**src/hdl/mts_pkg.sv**
```systemverilog
// Shared types, codes and helpers of the multi-timeout scheduler.
`timescale 1ns / 1ps
`default_nettype none

package mts_pkg;

    localparam int NUM_SLOTS_DEF = 16;
    localparam int TIME_BITS_DEF = 32;
    localparam int SLOT_BITS     = 4;
    localparam int SLEEP_CAP     = 60000000;
    localparam logic [31:0] MAX_TIMEOUT_RST = 32'd60000000;

    localparam logic [1:0] KIND_TICK     = 2'd0;
    localparam logic [1:0] KIND_ONESHOT  = 2'd1;
    localparam logic [1:0] KIND_PERIODIC = 2'd2;
    localparam logic [1:0] KIND_DISCARD  = 2'd3;

    localparam logic RES_FIRE  = 1'b0;
    localparam logic RES_SLEEP = 1'b1;

    localparam logic CFG_MIN_PERIOD  = 1'b0;
    localparam logic CFG_MAX_TIMEOUT = 1'b1;

    typedef struct packed {
        logic [1:0]  kind;
        logic [3:0]  slot;
        logic [31:0] duration;
        logic [31:0] now_us;
    } cmd_t;

    typedef struct packed {
        logic        result_kind;
        logic [3:0]  fired_slot;
        logic [31:0] fire_count;
        logic [25:0] sleep_us;
        logic        last;
    } res_t;

    typedef enum logic [1:0] {
        CELL_NOP,
        CELL_REMOVE,
        CELL_INSERT
    } cell_op_t;

    typedef struct packed {
        cell_op_t        op;
        logic [3:0]      key;
    } cell_ctrl_t;

    typedef enum logic [3:0] {
        ST_IDLE,
        ST_TIME,
        ST_HEAD,
        ST_POP,
        ST_FIRE1,
        ST_DIV,
        ST_ADV1,
        ST_ADV2,
        ST_REINS,
        ST_POST,
        ST_ARM_RM,
        ST_ARM_INS,
        ST_ARM_CHK,
        ST_SLEEP1,
        ST_SLEEP2,
        ST_FLUSH
    } state_t;

    // Deadline (dl, dw) is due at time (t, tw); the wrap bits decide the order.
    function automatic logic due_at(logic [63:0] dl, logic dw, logic [63:0] t, logic tw);
        return (tw == dw) ? (t >= dl) : (t < dl);
    endfunction

endpackage

`default_nettype wire

```
**src/hdl/mts_cell.sv**
```systemverilog
// One queue cell: holds a pending slot and shifts with its neighbors.
`timescale 1ns / 1ps
`default_nettype none

module mts_cell #(
    parameter int TIME_BITS = mts_pkg::TIME_BITS_DEF
) (
    input  wire logic                     clk,
    input  wire logic                     rst_n,
    input  wire mts_pkg::cell_ctrl_t      ctrl,
    input  wire logic                     head,
    input  wire logic [2*TIME_BITS+5:0]   ins,
    input  wire logic [2*TIME_BITS+5:0]   left,
    input  wire logic [2*TIME_BITS+5:0]   right,
    input  wire logic                     kill_in,
    input  wire logic                     hit_in,
    output logic      [2*TIME_BITS+5:0]   q,
    output logic                          kill_out,
    output logic                          hit_out
);

    localparam int TW = TIME_BITS;
    localparam int EW = 2 * TW + 6;

    logic              valid_reg, valid_next;
    logic [EW-2:0]     data_reg, data_next;
    logic [TW-1:0]     dl, ins_dl;
    logic              w, ins_w;
    logic [3:0]        slot;
    logic              match, ins_first;

    assign dl     = data_reg[TW-1:0];
    assign w      = data_reg[2*TW];
    assign slot   = data_reg[2*TW+4:2*TW+1];
    assign ins_dl = ins[TW-1:0];
    assign ins_w  = ins[2*TW];

    assign match    = valid_reg && (slot == ctrl.key);
    assign kill_out = kill_in | match;

    // The head cell lets a tie go in front; deeper cells keep equal deadlines ahead.
    always_comb
    begin
        if (head)
            ins_first = mts_pkg::due_at(64'(ins_dl), ins_w, 64'(dl), w);
        else
            ins_first = !mts_pkg::due_at(64'(dl), w, 64'(ins_dl), ins_w);
    end

    assign hit_out = hit_in | !valid_reg | ins_first;

    always_comb
    begin
        valid_next = valid_reg;
        data_next  = data_reg;
        unique case (ctrl.op)
            mts_pkg::CELL_NOP:
            begin
            end
            mts_pkg::CELL_REMOVE:
            begin
                if (kill_out)
                begin
                    valid_next = right[EW-1];
                    data_next  = right[EW-2:0];
                end
            end
            mts_pkg::CELL_INSERT:
            begin
                if (hit_in)
                begin
                    valid_next = left[EW-1];
                    data_next  = left[EW-2:0];
                end
                else if (hit_out)
                begin
                    valid_next = ins[EW-1];
                    data_next  = ins[EW-2:0];
                end
            end
            default:
            begin
            end
        endcase
    end

    always_ff @(posedge clk or negedge rst_n)
    begin
        if (!rst_n)
            valid_reg <= 1'b0;
        else
            valid_reg <= valid_next;
    end

    always_ff @(posedge clk)
    begin
        data_reg <= data_next;
    end

    assign q = {valid_reg, data_reg};

endmodule

`default_nettype wire

```
**src/hdl/mts_div.sv**
```systemverilog
// Restoring divider, one quotient bit per cycle.
`timescale 1ns / 1ps
`default_nettype none

module mts_div #(
    parameter int TIME_BITS = mts_pkg::TIME_BITS_DEF
) (
    input  wire logic                 clk,
    input  wire logic                 rst_n,
    input  wire logic                 start,
    input  wire logic [TIME_BITS-1:0] dividend,
    input  wire logic [TIME_BITS-1:0] divisor,
    output logic                      done,
    output logic      [TIME_BITS-1:0] quo,
    output logic      [TIME_BITS-1:0] rem
);

    localparam int TW = TIME_BITS;
    localparam int CW = $clog2(TW + 1);

    logic [CW-1:0] cnt_reg;
    logic          busy_reg, done_reg;
    logic [TW-1:0] rem_reg, quo_reg, dsr_reg;
    logic [TW:0]   trial;
    logic          ge;

    assign trial = {rem_reg, quo_reg[TW-1]};
    assign ge    = trial >= {1'b0, dsr_reg};

    always_ff @(posedge clk or negedge rst_n)
    begin
        if (!rst_n)
        begin
            busy_reg <= 1'b0;
            done_reg <= 1'b0;
            cnt_reg  <= '0;
        end
        else
        begin
            done_reg <= 1'b0;
            if (start)
            begin
                busy_reg <= 1'b1;
                cnt_reg  <= CW'(TW);
            end
            else if (busy_reg)
            begin
                cnt_reg <= cnt_reg - CW'(1);
                if (cnt_reg == CW'(1))
                begin
                    busy_reg <= 1'b0;
                    done_reg <= 1'b1;
                end
            end
        end
    end

    always_ff @(posedge clk)
    begin
        if (start)
        begin
            rem_reg <= '0;
            quo_reg <= dividend;
            dsr_reg <= divisor;
        end
        else if (busy_reg)
        begin
            rem_reg <= ge ? TW'(trial - {1'b0, dsr_reg}) : TW'(trial);
            quo_reg <= {quo_reg[TW-2:0], ge};
        end
    end

    assign done = done_reg;
    assign quo  = quo_reg;
    assign rem  = rem_reg;

endmodule

`default_nettype wire

```
**src/hdl/multi_timeout_scheduler_top.sv**
```systemverilog
// Top level of the multi-timeout scheduler: sequencer over a sorted chain of queue cells.
//
//   channel | handshake           | payload
//   --------+---------------------+----------------------------------------
//   cmd     | cmd_valid/cmd_ready | kind, slot, duration, now_us
//   res     | res_valid/res_ready | result_kind, fired_slot, fire_count,
//           |                     | sleep_us, last
//   cfg     | cfg_we              | cfg_index, cfg_data
//
// One item at a time: a new command is taken only in the idle state, once the
// last one is through. A periodic slot's fire count is set by the bit-serial
// catch-up divider. Queue insert and remove act on the whole cell chain in
// parallel. Reset empties the queue at once. Results pass through a one-beat
// pending stage and an output register; a stalled res_ready holds the
// sequencer at its next beat.
`timescale 1ns / 1ps
`default_nettype none

module multi_timeout_scheduler_top #(
    parameter int NUM_SLOTS = mts_pkg::NUM_SLOTS_DEF,
    parameter int TIME_BITS = mts_pkg::TIME_BITS_DEF
) (
    input  wire logic          clk,
    input  wire logic          rst_n,
    input  wire logic          cmd_valid,
    output logic               cmd_ready,
    input  wire mts_pkg::cmd_t cmd,
    output logic               res_valid,
    input  wire logic          res_ready,
    output mts_pkg::res_t      res,
    input  wire logic          cfg_we,
    input  wire logic          cfg_index,
    input  wire logic [31:0]   cfg_data
);

    localparam int TW = TIME_BITS;
    localparam int EW = 2 * TW + 6;
    localparam int IW = $clog2(NUM_SLOTS + 1);
    localparam int VW = (TW > 32) ? TW : 32;
    localparam int QW = (TW > 32) ? TW : 32;

    mts_pkg::state_t state_reg, state_next;

    mts_pkg::cmd_t   cmd_reg;
    logic [TW-1:0]   cur_time_reg;
    logic            cur_wrap_reg;
    logic [TW-1:0]   hd_reg;
    logic            hdw_reg;
    logic [31:0]     min_period_reg;
    logic [31:0]     max_to_reg;
    logic [IW-1:0]   iter_reg;

    logic [3:0]      w_slot_reg;
    logic [TW-1:0]   w_dl_reg, w_per_reg;
    logic            w_w_reg;

    logic            sl_empty_reg;
    logic [TW-1:0]   wk_reg;
    logic            ww_reg;

    mts_pkg::res_t   pend_reg;
    logic            pend_valid_reg;
    mts_pkg::res_t   out_reg;
    logic            out_valid_reg;

    // cell chain
    mts_pkg::cell_ctrl_t ctrl;
    logic [EW-1:0]       cell_q [NUM_SLOTS];
    logic [NUM_SLOTS:0]  kill_c, hit_c;
    logic [EW-1:0]       ins_entry;

    logic            c0_valid, c0_w;
    logic [3:0]      c0_slot;
    logic [TW-1:0]   c0_dl, c0_per;

    assign c0_dl    = cell_q[0][TW-1:0];
    assign c0_per   = cell_q[0][2*TW-1:TW];
    assign c0_w     = cell_q[0][2*TW];
    assign c0_slot  = cell_q[0][2*TW+4:2*TW+1];
    assign c0_valid = cell_q[0][EW-1];

    assign ins_entry = {1'b1, w_slot_reg, w_w_reg, w_per_reg, w_dl_reg};
    assign kill_c[0] = 1'b0;
    assign hit_c[0]  = 1'b0;

    genvar gi;
    generate
        for (gi = 0; gi < NUM_SLOTS; gi++)
        begin : g_cell
            logic [EW-1:0] left_e, right_e;
            if (gi == 0)
            begin : g_first
                assign left_e = '0;
            end
            else
            begin : g_mid
                assign left_e = cell_q[gi-1];
            end
            if (gi == NUM_SLOTS - 1)
            begin : g_last
                assign right_e = '0;
            end
            else
            begin : g_inner
                assign right_e = cell_q[gi+1];
            end
            mts_cell #(
                .TIME_BITS(TIME_BITS)
            ) u_cell (
                .clk      (clk),
                .rst_n    (rst_n),
                .ctrl     (ctrl),
                .head     (gi == 0),
                .ins      (ins_entry),
                .left     (left_e),
                .right    (right_e),
                .kill_in  (kill_c[gi]),
                .hit_in   (hit_c[gi]),
                .q        (cell_q[gi]),
                .kill_out (kill_c[gi+1]),
                .hit_out  (hit_c[gi+1])
            );
        end
    endgenerate

    // catch-up divider
    logic          div_start, div_done;
    logic [TW-1:0] div_quo, div_rem;

    mts_div #(
        .TIME_BITS(TIME_BITS)
    ) u_div (
        .clk      (clk),
        .rst_n    (rst_n),
        .start    (div_start),
        .dividend (TW'(cur_time_reg - c0_dl)),
        .divisor  (c0_per),
        .done     (div_done),
        .quo      (div_quo),
        .rem      (div_rem)
    );

    // shared datapath terms
    logic            cmd_fire, out_of_range;
    logic [TW-1:0]   now_t, hd_new, dur_t, arm_dl;
    logic            wrap_n, hd_due, head_due, head_is_w;
    logic [QW-1:0]   q_ext;
    logic [31:0]     fire_cnt;
    logic [TW-1:0]   d1, d2;
    logic [VW-1:0]   v_raw, v_clamp;

    assign cmd_fire     = cmd_valid && cmd_ready;
    assign out_of_range = (cmd.kind != mts_pkg::KIND_TICK) &&
                          (32'(cmd.slot) >= 32'(NUM_SLOTS));
    assign now_t    = TW'(cmd_reg.now_us);
    assign wrap_n   = (cur_time_reg > now_t) ? !cur_wrap_reg : cur_wrap_reg;
    assign hd_new   = TW'(now_t + TW'(min_period_reg));
    assign hd_due   = mts_pkg::due_at(64'(hd_reg), hdw_reg, 64'(now_t), wrap_n);
    assign head_due = c0_valid &&
                      mts_pkg::due_at(64'(c0_dl), c0_w, 64'(cur_time_reg), cur_wrap_reg);
    assign head_is_w = c0_valid && (c0_slot == w_slot_reg);
    assign dur_t    = TW'(cmd_reg.duration);
    assign arm_dl   = (cmd_reg.kind == mts_pkg::KIND_ONESHOT) ?
                      TW'(cur_time_reg + dur_t) : cur_time_reg;

    assign q_ext    = QW'(div_quo);
    assign fire_cnt = (q_ext >= QW'(32'hFFFF_FFFF)) ? 32'hFFFF_FFFF : 32'(q_ext + QW'(1));
    assign d1       = TW'(cur_time_reg - div_rem);
    assign d2       = TW'(w_dl_reg + w_per_reg);

    always_comb
    begin
        if (sl_empty_reg)
            v_raw = VW'(max_to_reg);
        else if (mts_pkg::due_at(64'(wk_reg), ww_reg, 64'(cur_time_reg), cur_wrap_reg))
            v_raw = '0;
        else
            v_raw = VW'(TW'(wk_reg - cur_time_reg));
        if (v_raw > VW'(mts_pkg::SLEEP_CAP))
            v_clamp = VW'(mts_pkg::SLEEP_CAP);
        else if (v_raw == '0)
            v_clamp = VW'(1);
        else
            v_clamp = v_raw;
    end

    // result staging
    logic            out_free, emit_ok, emit_req, emit_fire, flush_fire;
    mts_pkg::res_t   emit_data;
    mts_pkg::res_t   pend_tagged;

    assign out_free   = !out_valid_reg || res_ready;
    assign emit_ok    = !pend_valid_reg || out_free;
    assign emit_fire  = emit_req && emit_ok;
    assign flush_fire = (state_reg == mts_pkg::ST_FLUSH) && pend_valid_reg && out_free;

    // mark the pending beat as final when it leaves during flush
    always_comb
    begin
        pend_tagged      = pend_reg;
        pend_tagged.last = flush_fire;
    end

    // next state
    always_comb
    begin
        state_next = state_reg;
        unique case (state_reg)
            mts_pkg::ST_IDLE:
            begin
                if (cmd_fire && !out_of_range && (cmd.kind != mts_pkg::KIND_DISCARD))
                    state_next = mts_pkg::ST_TIME;
            end
            mts_pkg::ST_TIME:
                state_next = hd_due ? mts_pkg::ST_HEAD : mts_pkg::ST_POST;
            mts_pkg::ST_HEAD:
            begin
                if ((iter_reg == IW'(NUM_SLOTS)) || !head_due)
                    state_next = mts_pkg::ST_POST;
                else
                    state_next = mts_pkg::ST_POP;
            end
            mts_pkg::ST_POP:
                state_next = (c0_per == '0) ? mts_pkg::ST_FIRE1 : mts_pkg::ST_DIV;
            mts_pkg::ST_FIRE1:
            begin
                if (emit_ok)
                    state_next = mts_pkg::ST_HEAD;
            end
            mts_pkg::ST_DIV:
            begin
                if (div_done)
                    state_next = mts_pkg::ST_ADV1;
            end
            mts_pkg::ST_ADV1:
            begin
                if (emit_ok)
                    state_next = mts_pkg::ST_ADV2;
            end
            mts_pkg::ST_ADV2:
                state_next = mts_pkg::ST_REINS;
            mts_pkg::ST_REINS:
                state_next = mts_pkg::ST_HEAD;
            mts_pkg::ST_POST:
            begin
                priority if (cmd_reg.kind == mts_pkg::KIND_TICK)
                    state_next = mts_pkg::ST_SLEEP1;
                else if ((cmd_reg.kind == mts_pkg::KIND_PERIODIC) && (dur_t == '0))
                    state_next = mts_pkg::ST_FLUSH;
                else
                    state_next = mts_pkg::ST_ARM_RM;
            end
            mts_pkg::ST_ARM_RM:
                state_next = mts_pkg::ST_ARM_INS;
            mts_pkg::ST_ARM_INS:
                state_next = mts_pkg::ST_ARM_CHK;
            mts_pkg::ST_ARM_CHK:
            begin
                if (!head_is_w || emit_ok)
                    state_next = mts_pkg::ST_FLUSH;
            end
            mts_pkg::ST_SLEEP1:
                state_next = mts_pkg::ST_SLEEP2;
            mts_pkg::ST_SLEEP2:
            begin
                if (emit_ok)
                    state_next = mts_pkg::ST_FLUSH;
            end
            mts_pkg::ST_FLUSH:
            begin
                if (!pend_valid_reg || out_free)
                    state_next = mts_pkg::ST_IDLE;
            end
            default:
                state_next = mts_pkg::ST_IDLE;
        endcase
    end

    // outputs of the sequencer
    always_comb
    begin
        cmd_ready = 1'b0;
        ctrl      = '{op: mts_pkg::CELL_NOP, key: '0};
        div_start = 1'b0;
        emit_req  = 1'b0;
        emit_data = '{result_kind: mts_pkg::RES_FIRE, fired_slot: w_slot_reg,
                      fire_count: 32'd1, sleep_us: '0, last: 1'b0};
        unique case (state_reg)
            mts_pkg::ST_IDLE:
            begin
                cmd_ready = 1'b1;
                if (cmd_fire && !out_of_range && (cmd.kind == mts_pkg::KIND_DISCARD))
                    ctrl = '{op: mts_pkg::CELL_REMOVE, key: cmd.slot};
            end
            mts_pkg::ST_POP:
            begin
                ctrl      = '{op: mts_pkg::CELL_REMOVE, key: c0_slot};
                div_start = (c0_per != '0);
            end
            mts_pkg::ST_FIRE1:
                emit_req = 1'b1;
            mts_pkg::ST_ADV1:
            begin
                emit_req             = 1'b1;
                emit_data.fire_count = fire_cnt;
            end
            mts_pkg::ST_REINS, mts_pkg::ST_ARM_INS:
                ctrl = '{op: mts_pkg::CELL_INSERT, key: w_slot_reg};
            mts_pkg::ST_POST:
            begin
                if ((cmd_reg.kind == mts_pkg::KIND_PERIODIC) && (dur_t == '0))
                    ctrl = '{op: mts_pkg::CELL_REMOVE, key: cmd_reg.slot};
            end
            mts_pkg::ST_ARM_RM:
                ctrl = '{op: mts_pkg::CELL_REMOVE, key: w_slot_reg};
            mts_pkg::ST_ARM_CHK:
            begin
                emit_req  = head_is_w;
                emit_data = '{result_kind: mts_pkg::RES_SLEEP, fired_slot: '0,
                              fire_count: '0, sleep_us: '0, last: 1'b0};
            end
            mts_pkg::ST_SLEEP2:
            begin
                emit_req  = 1'b1;
                emit_data = '{result_kind: mts_pkg::RES_SLEEP, fired_slot: '0,
                              fire_count: '0, sleep_us: 26'(v_clamp), last: 1'b0};
            end
            default:
            begin
            end
        endcase
    end

    always_ff @(posedge clk or negedge rst_n)
    begin
        if (!rst_n)
            state_reg <= mts_pkg::ST_IDLE;
        else
            state_reg <= state_next;
    end

    // time, handling deadline, configuration, pass counter
    always_ff @(posedge clk or negedge rst_n)
    begin
        if (!rst_n)
        begin
            cur_time_reg   <= '0;
            cur_wrap_reg   <= 1'b0;
            hd_reg         <= '0;
            hdw_reg        <= 1'b0;
            min_period_reg <= '0;
            max_to_reg     <= mts_pkg::MAX_TIMEOUT_RST;
            iter_reg       <= '0;
        end
        else
        begin
            if (cfg_we)
            begin
                unique case (cfg_index)
                    mts_pkg::CFG_MIN_PERIOD:  min_period_reg <= cfg_data;
                    mts_pkg::CFG_MAX_TIMEOUT: max_to_reg     <= cfg_data;
                    default:
                    begin
                    end
                endcase
            end
            if (state_reg == mts_pkg::ST_TIME)
            begin
                cur_time_reg <= now_t;
                cur_wrap_reg <= wrap_n;
                iter_reg     <= '0;
                if (hd_due)
                begin
                    hd_reg  <= hd_new;
                    hdw_reg <= (now_t > hd_new) ? !wrap_n : wrap_n;
                end
            end
            if (state_reg == mts_pkg::ST_POP)
                iter_reg <= iter_reg + IW'(1);
        end
    end

    // work registers of the slot in hand
    always_ff @(posedge clk)
    begin
        if (cmd_fire)
            cmd_reg <= cmd;
        unique case (state_reg)
            mts_pkg::ST_POP:
            begin
                w_slot_reg <= c0_slot;
                w_dl_reg   <= c0_dl;
                w_w_reg    <= c0_w;
                w_per_reg  <= c0_per;
            end
            mts_pkg::ST_ADV1:
            begin
                if (emit_ok)
                begin
                    w_dl_reg <= d1;
                    w_w_reg  <= (d1 < w_dl_reg) ? !w_w_reg : w_w_reg;
                end
            end
            mts_pkg::ST_ADV2:
            begin
                w_dl_reg <= d2;
                w_w_reg  <= (d2 < w_dl_reg) ? !w_w_reg : w_w_reg;
            end
            mts_pkg::ST_POST:
            begin
                w_slot_reg <= cmd_reg.slot;
                w_dl_reg   <= arm_dl;
                w_w_reg    <= (cur_time_reg > arm_dl) ? !cur_wrap_reg : cur_wrap_reg;
                w_per_reg  <= (cmd_reg.kind == mts_pkg::KIND_ONESHOT) ? '0 : dur_t;
            end
            mts_pkg::ST_SLEEP1:
            begin
                sl_empty_reg <= !c0_valid;
                if (mts_pkg::due_at(64'(c0_dl), c0_w, 64'(hd_reg), hdw_reg))
                begin
                    wk_reg <= hd_reg;
                    ww_reg <= hdw_reg;
                end
                else
                begin
                    wk_reg <= c0_dl;
                    ww_reg <= c0_w;
                end
            end
            default:
            begin
            end
        endcase
    end

    // hold one beat back so the final one can carry last
    always_ff @(posedge clk or negedge rst_n)
    begin
        if (!rst_n)
        begin
            pend_valid_reg <= 1'b0;
            out_valid_reg  <= 1'b0;
        end
        else
        begin
            if (emit_fire)
                pend_valid_reg <= 1'b1;
            else if (flush_fire)
                pend_valid_reg <= 1'b0;
            if ((emit_fire && pend_valid_reg) || flush_fire)
                out_valid_reg <= 1'b1;
            else if (res_ready)
                out_valid_reg <= 1'b0;
        end
    end

    always_ff @(posedge clk)
    begin
        if (emit_fire)
            pend_reg <= emit_data;
        if ((emit_fire && pend_valid_reg) || flush_fire)
            out_reg <= pend_tagged;
    end

    assign res_valid = out_valid_reg;
    assign res       = out_reg;

endmodule

`default_nettype wire

```
**config.mk**
```make
export PLATFORM = sky130hd
export DESIGN_NAME = multi_timeout_scheduler_top
export DESIGN_NICKNAME = d
export VERILOG_FILES = /design/src/hdl/mts_pkg.sv /design/src/hdl/mts_cell.sv /design/src/hdl/mts_div.sv /design/src/hdl/multi_timeout_scheduler_top.sv
export SDC_FILE = /design/constraint.sdc
export NUM_CORES = 2
export LEC_CHECK = 0
export BUFFER_PORTS_ARGS = -buffer_cell sky130_fd_sc_hd__buf_2
export CAP_MARGIN = 20
export CORE_ASPECT_RATIO = 1.25
export CORE_MARGIN = 8
export CORE_UTILIZATION = 45
export CTS_BUF_LIST = sky130_fd_sc_hd__clkbuf_8
export DETAILED_ROUTE_END_ITERATION = 6
export GPL_TIMING_DRIVEN = 0
export PLACE_DENSITY_LB_ADDON = 0.05
export SYNTH_ARGS = -nofsm -noshare
export SYNTH_HDL_FRONTEND = slang
export SYNTH_HIERARCHICAL = 1
export SYNTH_SLANG_ARGS = --single-unit
```
**constraint.sdc**
```tcl
create_clock -name clk -period 36.6 [get_ports clk]
set_input_delay 7.32 -clock clk [delete_from_list [all_inputs] [get_ports clk]]
set_output_delay 7.32 -clock clk [all_outputs]
set_load 0.01 [all_outputs]
```
# [After elaboration in Yosys (flattened, before gate mapping)]
# Index checks and enable logic that the tools add are counted.
[word_totals] output_inout_bits=66 word_cells=590 inputBits=108 reg_bits=1665
[classes] muxes=204 eq_ne=101 n_bitwise=48 n_addsub=10 n_lt_le_gt_ge=48 reduce_logical=109
[op_table] cell="69-bit 2-to-1 mux" n=47
[op_table] cell="69-bit case mux with 2 select lines" n=16
[op_table] cell="32-bit less-than comparator" n=22
[op_table] cell="32-bit greater-or-equal comparator" n=20
[op_table] cell="32-bit 2-to-1 mux" n=10
[op_table] cell="32-bit case mux with 2 select lines" n=2
[op_table] cell="32-bit case mux with 4 select lines" n=1
[op_table] cell="32-bit subtractor" n=4
[op_table] cell="32-bit adder" n=3
[op_table] cell="32-bit > comparator" n=3
[op_table] cell="32-bit zero test" n=3
[op_table] cell="1-bit 2-to-1 mux" n=87
[op_table] cell="4-bit == test" n=17
[op_table] cell="4-bit case mux with 16 select lines" n=1
[op_table] cell="26-bit 2-to-1 mux" n=2
[op_table] cell="3-bit AND reduction" n=16
[op_table] cell="1-bit OR" n=46
[op_table] cell="3-bit by 1-bit inequality test with 1-bit output, second input constant" n=15
[op_table] cell="1-bit zero test" n=38
[op_table] cell="4-bit 2-to-1 mux" n=9
[op_table] cell="2-bit by 1-bit inequality test with 1-bit output, second input constant" n=18
[op_table] cell="1-bit case mux with 2 select lines" n=17
[op_table] cell="33-bit by 32-bit greater-or-equal comparator with 1-bit output" n=1
[op_table] cell="32-bit by 1-bit adder with 32-bit output, second input constant" n=1
[op_table] cell="33 further kinds" n=121

# [Logic depth before layout (Yosys ltp)]
[logic_depth] word_depth=36 mapped_depth=55 ltp_nobuf=28

# [Modules after synthesis]
# The synthesis kept the hierarchy.
[modules_own_cells] mod="mts_cell" area_each_um2=4494.3 seq_area_each_um2=2097.0 cells_per_inst=448 n_inst=16
[modules_own_cells] mod="multi_timeout_scheduler_top" area_each_um2=33552.2 seq_area_each_um2=12549.5 cells_per_inst=3532 n_inst=1
[modules_own_cells] mod="mts_div" area_each_um2=6318.6 seq_area_each_um2=2762.6 cells_per_inst=624 n_inst=1

# [Least setup slack after synthesis]
# No wires, ideal clock.
[synth_path] path_type="input -> register" startpoint="in res_ready" endpoint="reg out_valid_reg (netlist: res_valid)" required_time_ns=36.472 n_path_buf=0 path_stages=3 setup_ns=0.128 slack_ns=18.177 t_arrival_ns=18.295 cell_sequence="nor2b_1 > a2111oi_0 > or2_2"
[synth_between] elab_chain_len=6 word_cells_on_any_way=8 cone_classes="mux (1); reduce/logical (7)"
[synth_lines] item="from (decl)" line="multi_timeout_scheduler_top.sv:29" text="input wire logic res_ready,"
[synth_lines] item="1-bit logical OR" line="multi_timeout_scheduler_top.sv:192" text="assign out_free = !out_valid_reg || res_ready;"
[synth_lines] item="1-bit logical OR" line="multi_timeout_scheduler_top.sv:193" text="assign emit_ok = !pend_valid_reg || out_free;"
[synth_lines] item="1-bit logical AND" line="multi_timeout_scheduler_top.sv:194" text="assign emit_fire = emit_req && emit_ok;"
[synth_lines] item="1-bit logical AND" line="multi_timeout_scheduler_top.sv:450" text="if ((emit_fire && pend_valid_reg) || flush_fire)"
[synth_lines] item="1-bit logical OR" line="multi_timeout_scheduler_top.sv:450"
[synth_lines] item="1-bit 2-to-1 mux or 2-bit nonzero test (tied branches)"
[synth_lines] item="to (signal assigned)" line="multi_timeout_scheduler_top.sv:442" text="out_valid_reg <= 1'b0;"
[synth_lines] item="to (signal assigned)" line="multi_timeout_scheduler_top.sv:451" text="out_valid_reg <= 1'b1;"
[synth_lines] item="to (signal assigned)" line="multi_timeout_scheduler_top.sv:453" text="out_valid_reg <= 1'b0;"
[synth_lines] item="to (decl)" line="multi_timeout_scheduler_top.sv:64" text="logic out_valid_reg;"
# Parallel ways exist; a longest one is shown, timed or not.
# A chain may end at the register's enable or synchronous reset.

# [Worst setup path after layout]
[layout_path] startpoint="reg w_dl_reg[30]" endpoint="reg g_cell[15].u_cell.data_reg[51] (enable)"
[layout_between] elab_chain_len=35 word_cells_on_any_way=96 cone_classes="order compare (32); eq/ne (1); mux (16); bitwise (31); reduce/logical (16)"
[layout_lines] item="from (decl)" line="multi_timeout_scheduler_top.sv:54" text="logic [TW-1:0] w_dl_reg, w_per_reg;"
[layout_lines] item="from (signal assigned)" line="multi_timeout_scheduler_top.sv:392" text="w_dl_reg <= c0_dl;"
[layout_lines] item="from (signal assigned)" line="multi_timeout_scheduler_top.sv:412" text="w_dl_reg <= arm_dl;"
[layout_lines] item="32-bit less-than comparator or 32-bit greater-or-equal comparator (tied branches)" line="mts_pkg.sv:71" text="return (tw == dw) ? (t >= dl) : (t < dl);"
[layout_lines] item="1-bit 2-to-1 mux (*)" line="mts_pkg.sv:71"
[layout_lines] item="1-bit OR (*)" line="mts_cell.sv:50" text="assign hit_out = hit_in | !valid_reg | ins_first;"
[layout_lines] item="via hit_c[1]" line="multi_timeout_scheduler_top.sv:69" text="logic [NUM_SLOTS:0] kill_c, hit_c;"
[layout_lines] item="1-bit OR (*) (2 in series)" line="mts_cell.sv:50"
[layout_lines] item="via hit_c[2]" line="multi_timeout_scheduler_top.sv:69"
[layout_lines] item="1-bit OR (*) (2 in series)" line="mts_cell.sv:50"
[layout_lines] item="via hit_c[3]" line="multi_timeout_scheduler_top.sv:69"
[layout_lines] item="[2 not listed]"
[layout_lines] item="via hit_c[4]" line="multi_timeout_scheduler_top.sv:69"
[layout_lines] item="[2 not listed]"
[layout_lines] item="via hit_c[5]" line="multi_timeout_scheduler_top.sv:69"
[layout_lines] item="[2 not listed]"
[layout_lines] item="via hit_c[6]" line="multi_timeout_scheduler_top.sv:69"
[layout_lines] item="[2 not listed]"
[layout_lines] item="via hit_c[7]" line="multi_timeout_scheduler_top.sv:69"
[layout_lines] item="[2 not listed]"
[layout_lines] item="via hit_c[8]" line="multi_timeout_scheduler_top.sv:69"
[layout_lines] item="[2 not listed]"
[layout_lines] item="via hit_c[9]" line="multi_timeout_scheduler_top.sv:69"
[layout_lines] item="[2 not listed]"
[layout_lines] item="via hit_c[10]" line="multi_timeout_scheduler_top.sv:69"
[layout_lines] item="[2 not listed]"
[layout_lines] item="via hit_c[11]" line="multi_timeout_scheduler_top.sv:69"
[layout_lines] item="[2 not listed]"
[layout_lines] item="via hit_c[12]" line="multi_timeout_scheduler_top.sv:69"
[layout_lines] item="[2 not listed]"
[layout_lines] item="via hit_c[13]" line="multi_timeout_scheduler_top.sv:69"
[layout_lines] item="1-bit OR (*) (2 in series)" line="mts_cell.sv:50"
[layout_lines] item="via hit_c[14]" line="multi_timeout_scheduler_top.sv:69"
[layout_lines] item="1-bit OR (*) (2 in series)" line="mts_cell.sv:50"
[layout_lines] item="via hit_c[15]" line="multi_timeout_scheduler_top.sv:69"
[layout_lines] item="1-bit OR (2 in series)" line="mts_cell.sv:50"
[layout_lines] item="3-bit by 1-bit inequality test with 1-bit output (no line) (*)"
[layout_lines] item="3-bit AND reduction (no line) (*)"
[layout_lines] item="to (signal assigned)" line="mts_cell.sv:97" text="data_reg <= data_next;"
[layout_lines] item="to (decl)" line="mts_cell.sv:26" text="logic [EW-2:0] data_reg, data_next;"
# The timed path passes the listed nets; every way through them passes the cells marked *.

==> run metrics <==
Final Hold Viols 0; share of post-route cells with drive strength above 1 7.933%; Hold Path Cell Cnt 0; H-tree Lvls 5; DRC 0; clk root buf clkbuf_8; initial antenna violation count 8; DIE AREA 264700 um^2; largest net degree at the start of global routing 84; Setup Fix Bufs, Post-CTS 0; period utilisation layout 77.53%; Sequential Power Share 32.8%; Iteration-0 DRC Markers 6488; clock slew at reported path FFs 0.07 ns; Critical R2R Launch w_dl_reg[30]; # port buffers 173; RSZ-0062 raised after global routing no; Slew Viols, Final 0; vias in the first global route 90330; FF/Latch Area 48860 um^2; TritonCTS buffer count 310; CP most frequent cell clkbuf_1; row cnt 204; Gate power share 54.9%; CP Launch Type flip-flop; core area 247100 um^2; Multi-input gate area 58220 um^2; mapped cell area 111800 um^2; worst hold start pend_reg[39]; number of flip-flops in the largest register 1104; delay of the slowest critical-path stage 0.93 ns; Sw Share 47.88%; slowest CP cell edfxtp_1; Die X 461.8 um; Worst R2R End g_cell[15].u_cell/data_reg[51]; Slew HR 22.19%; TritonRoute pass-1 iters 6; Final #Nets 13200; CTS tree done; Cells after Synth 11320; FMAX 0.03524 GHz; Total GRT Usage 28.71%; Final setup violation count 0; post-DP HPWL 322500 um; Hold Path Sink res[39]; hold_buf cts 0; vias post-DR 89350; antenna viol nets, final 0; syn_area_per_cell 9.871 um^2; status completed; Worst-Margin Slew 1.167 ns; fin cells 15660; first-pass GRT wire length 577000 um; worst-path maximum fanout 36; power per cell area 111.6 nW/um^2; Via density 5.707; clock share of power 12.3%; Setup TNS Final 0 ns; # clock sinks 1665; Hold WS 0.3708 ns; CTS resizes 0; Setup crit end kind flip-flop; Max VDD drop 0.0001137 V; CP Class reg -> reg; Initial Utilization 45.24%; Final GP Congestion 0.9443; die height 573.2 um; WP data arrival 29.02 ns; Max-Cap Viols 0; clk_skew 0.08490 ns; Int Pwr 7.307 mW; drt total wl 396400 um; R2R Setup Slk 8.23 ns; CTS Buffer Depth 4; Static Leak 59.69 nW; yosys warns 6; worst hold path class reg -> reg; crit path launch w_dl_reg[30]; Fill cells 23420; minimum clock period 28.37 ns; Layout area overhead 12.42%; Switch Pwr 6.711 mW; total power draw 14.02 mW; dpl cells 15110; num ports 174; Core Util, Final 50.86%; r2r worst-path depth 58; average routed wire per standard cell 25.32 um; total grt overflow 0; Worst-Skew Late Latency 1.02 ns; critical path required time 37.25 ns
==> cell type report <==
cell class / instances / area share, %
Inverter: 882 / 2.635
Tap cell: 3296 / 3.282
Sequential cell: 1665 / 38.89
Clock inverter: 219 / 0.9768
Antenna cell: 7 / 0.01394
Timing Repair Buffer: 302 / 2.644
Buffer: 522 / 1.724
Clock buffer: 320 / 3.505
Multi-Input combinational cell: 8443 / 46.33
==> per-layer routing <==
layer	track usage, %	part of all wire (%)	vias up
met2	50.99	49	2691
met1	32.44	38	42860
met5	0	0.0068	-
met4	18.53	7.9	4
li1	-	-	42840
met3	3.309	4.4	953
==> critical path, delay by kind of cell (launching register included) <==
family	cells	cell delay [ns]
simple gates	17	3.23
fa+ha+maj	1	0.40
compound gates	4	1.84
buf+inv	36	21.30
flops	1	0.93
==> cells in the final DEF, fill, tap and decap left out, types with 54 or more instances in the layout <==
cell	n
clkbuf_1	353
nand3_1	98
clkbuf_8	320
a21o_1	159
clkinv_1	75
ha_1	960
o21a_1	55
buf_16	54
mux2i_1	1163
nand2b_1	82
buf_2	200
nor3_1	100
xor2_1	149
nand2_1	1622
a211oi_1	77
inv_1	961
a21oi_1	621
and3_1	61
dfrtp_1	155
nor2b_1	76
a22oi_1	58
conb_1	191
xnor2_1	150
buf_1	114
mux2_2	100
nand4_1	234
edfxtp_1	1468
o211ai_1	56
nor4_1	69
nor2_1	303
o21ai_0	1478
==> worst max-delay path by stage <==
stage | endpoint | slack, ns | cells after the start
after floorplan | res_valid | 18.18 | 3
after global placement | g_cell[15].u_cell/data_reg[51] | 3.42 | 52
after detailed placement | g_cell[15].u_cell/data_reg[51] | 7.25 | 58
after CTS | g_cell[15].u_cell/data_reg[45] | 7.15 | 58
after global routing | g_cell[15].u_cell/data_reg[45] | 7.15 | 58
final | g_cell[15].u_cell/data_reg[51] | 8.23 | 58
==> metrics by stage <==
stage	cell area (um^2)	setup slack [ns]
final	125700	8.225
after global routing	125600	7.150
after CTS	125600	7.150
after detailed placement	120000	7.251
after global placement	117500	3.422
after floorplan	112500	18.18
==> power by group through the flow <==
stage	clock [mW]	combinational [mW]	sequential (mW)
detailed placement	0	7.60	4.60
CTS	1.78	7.64	4.57
floorplan	0	4.91	4.30
global placement	0	6.85	4.94
global route	1.86	8.49	4.69
finish	1.73	7.69	4.59
No activity file was read; power rests on OpenSTA's default activity.
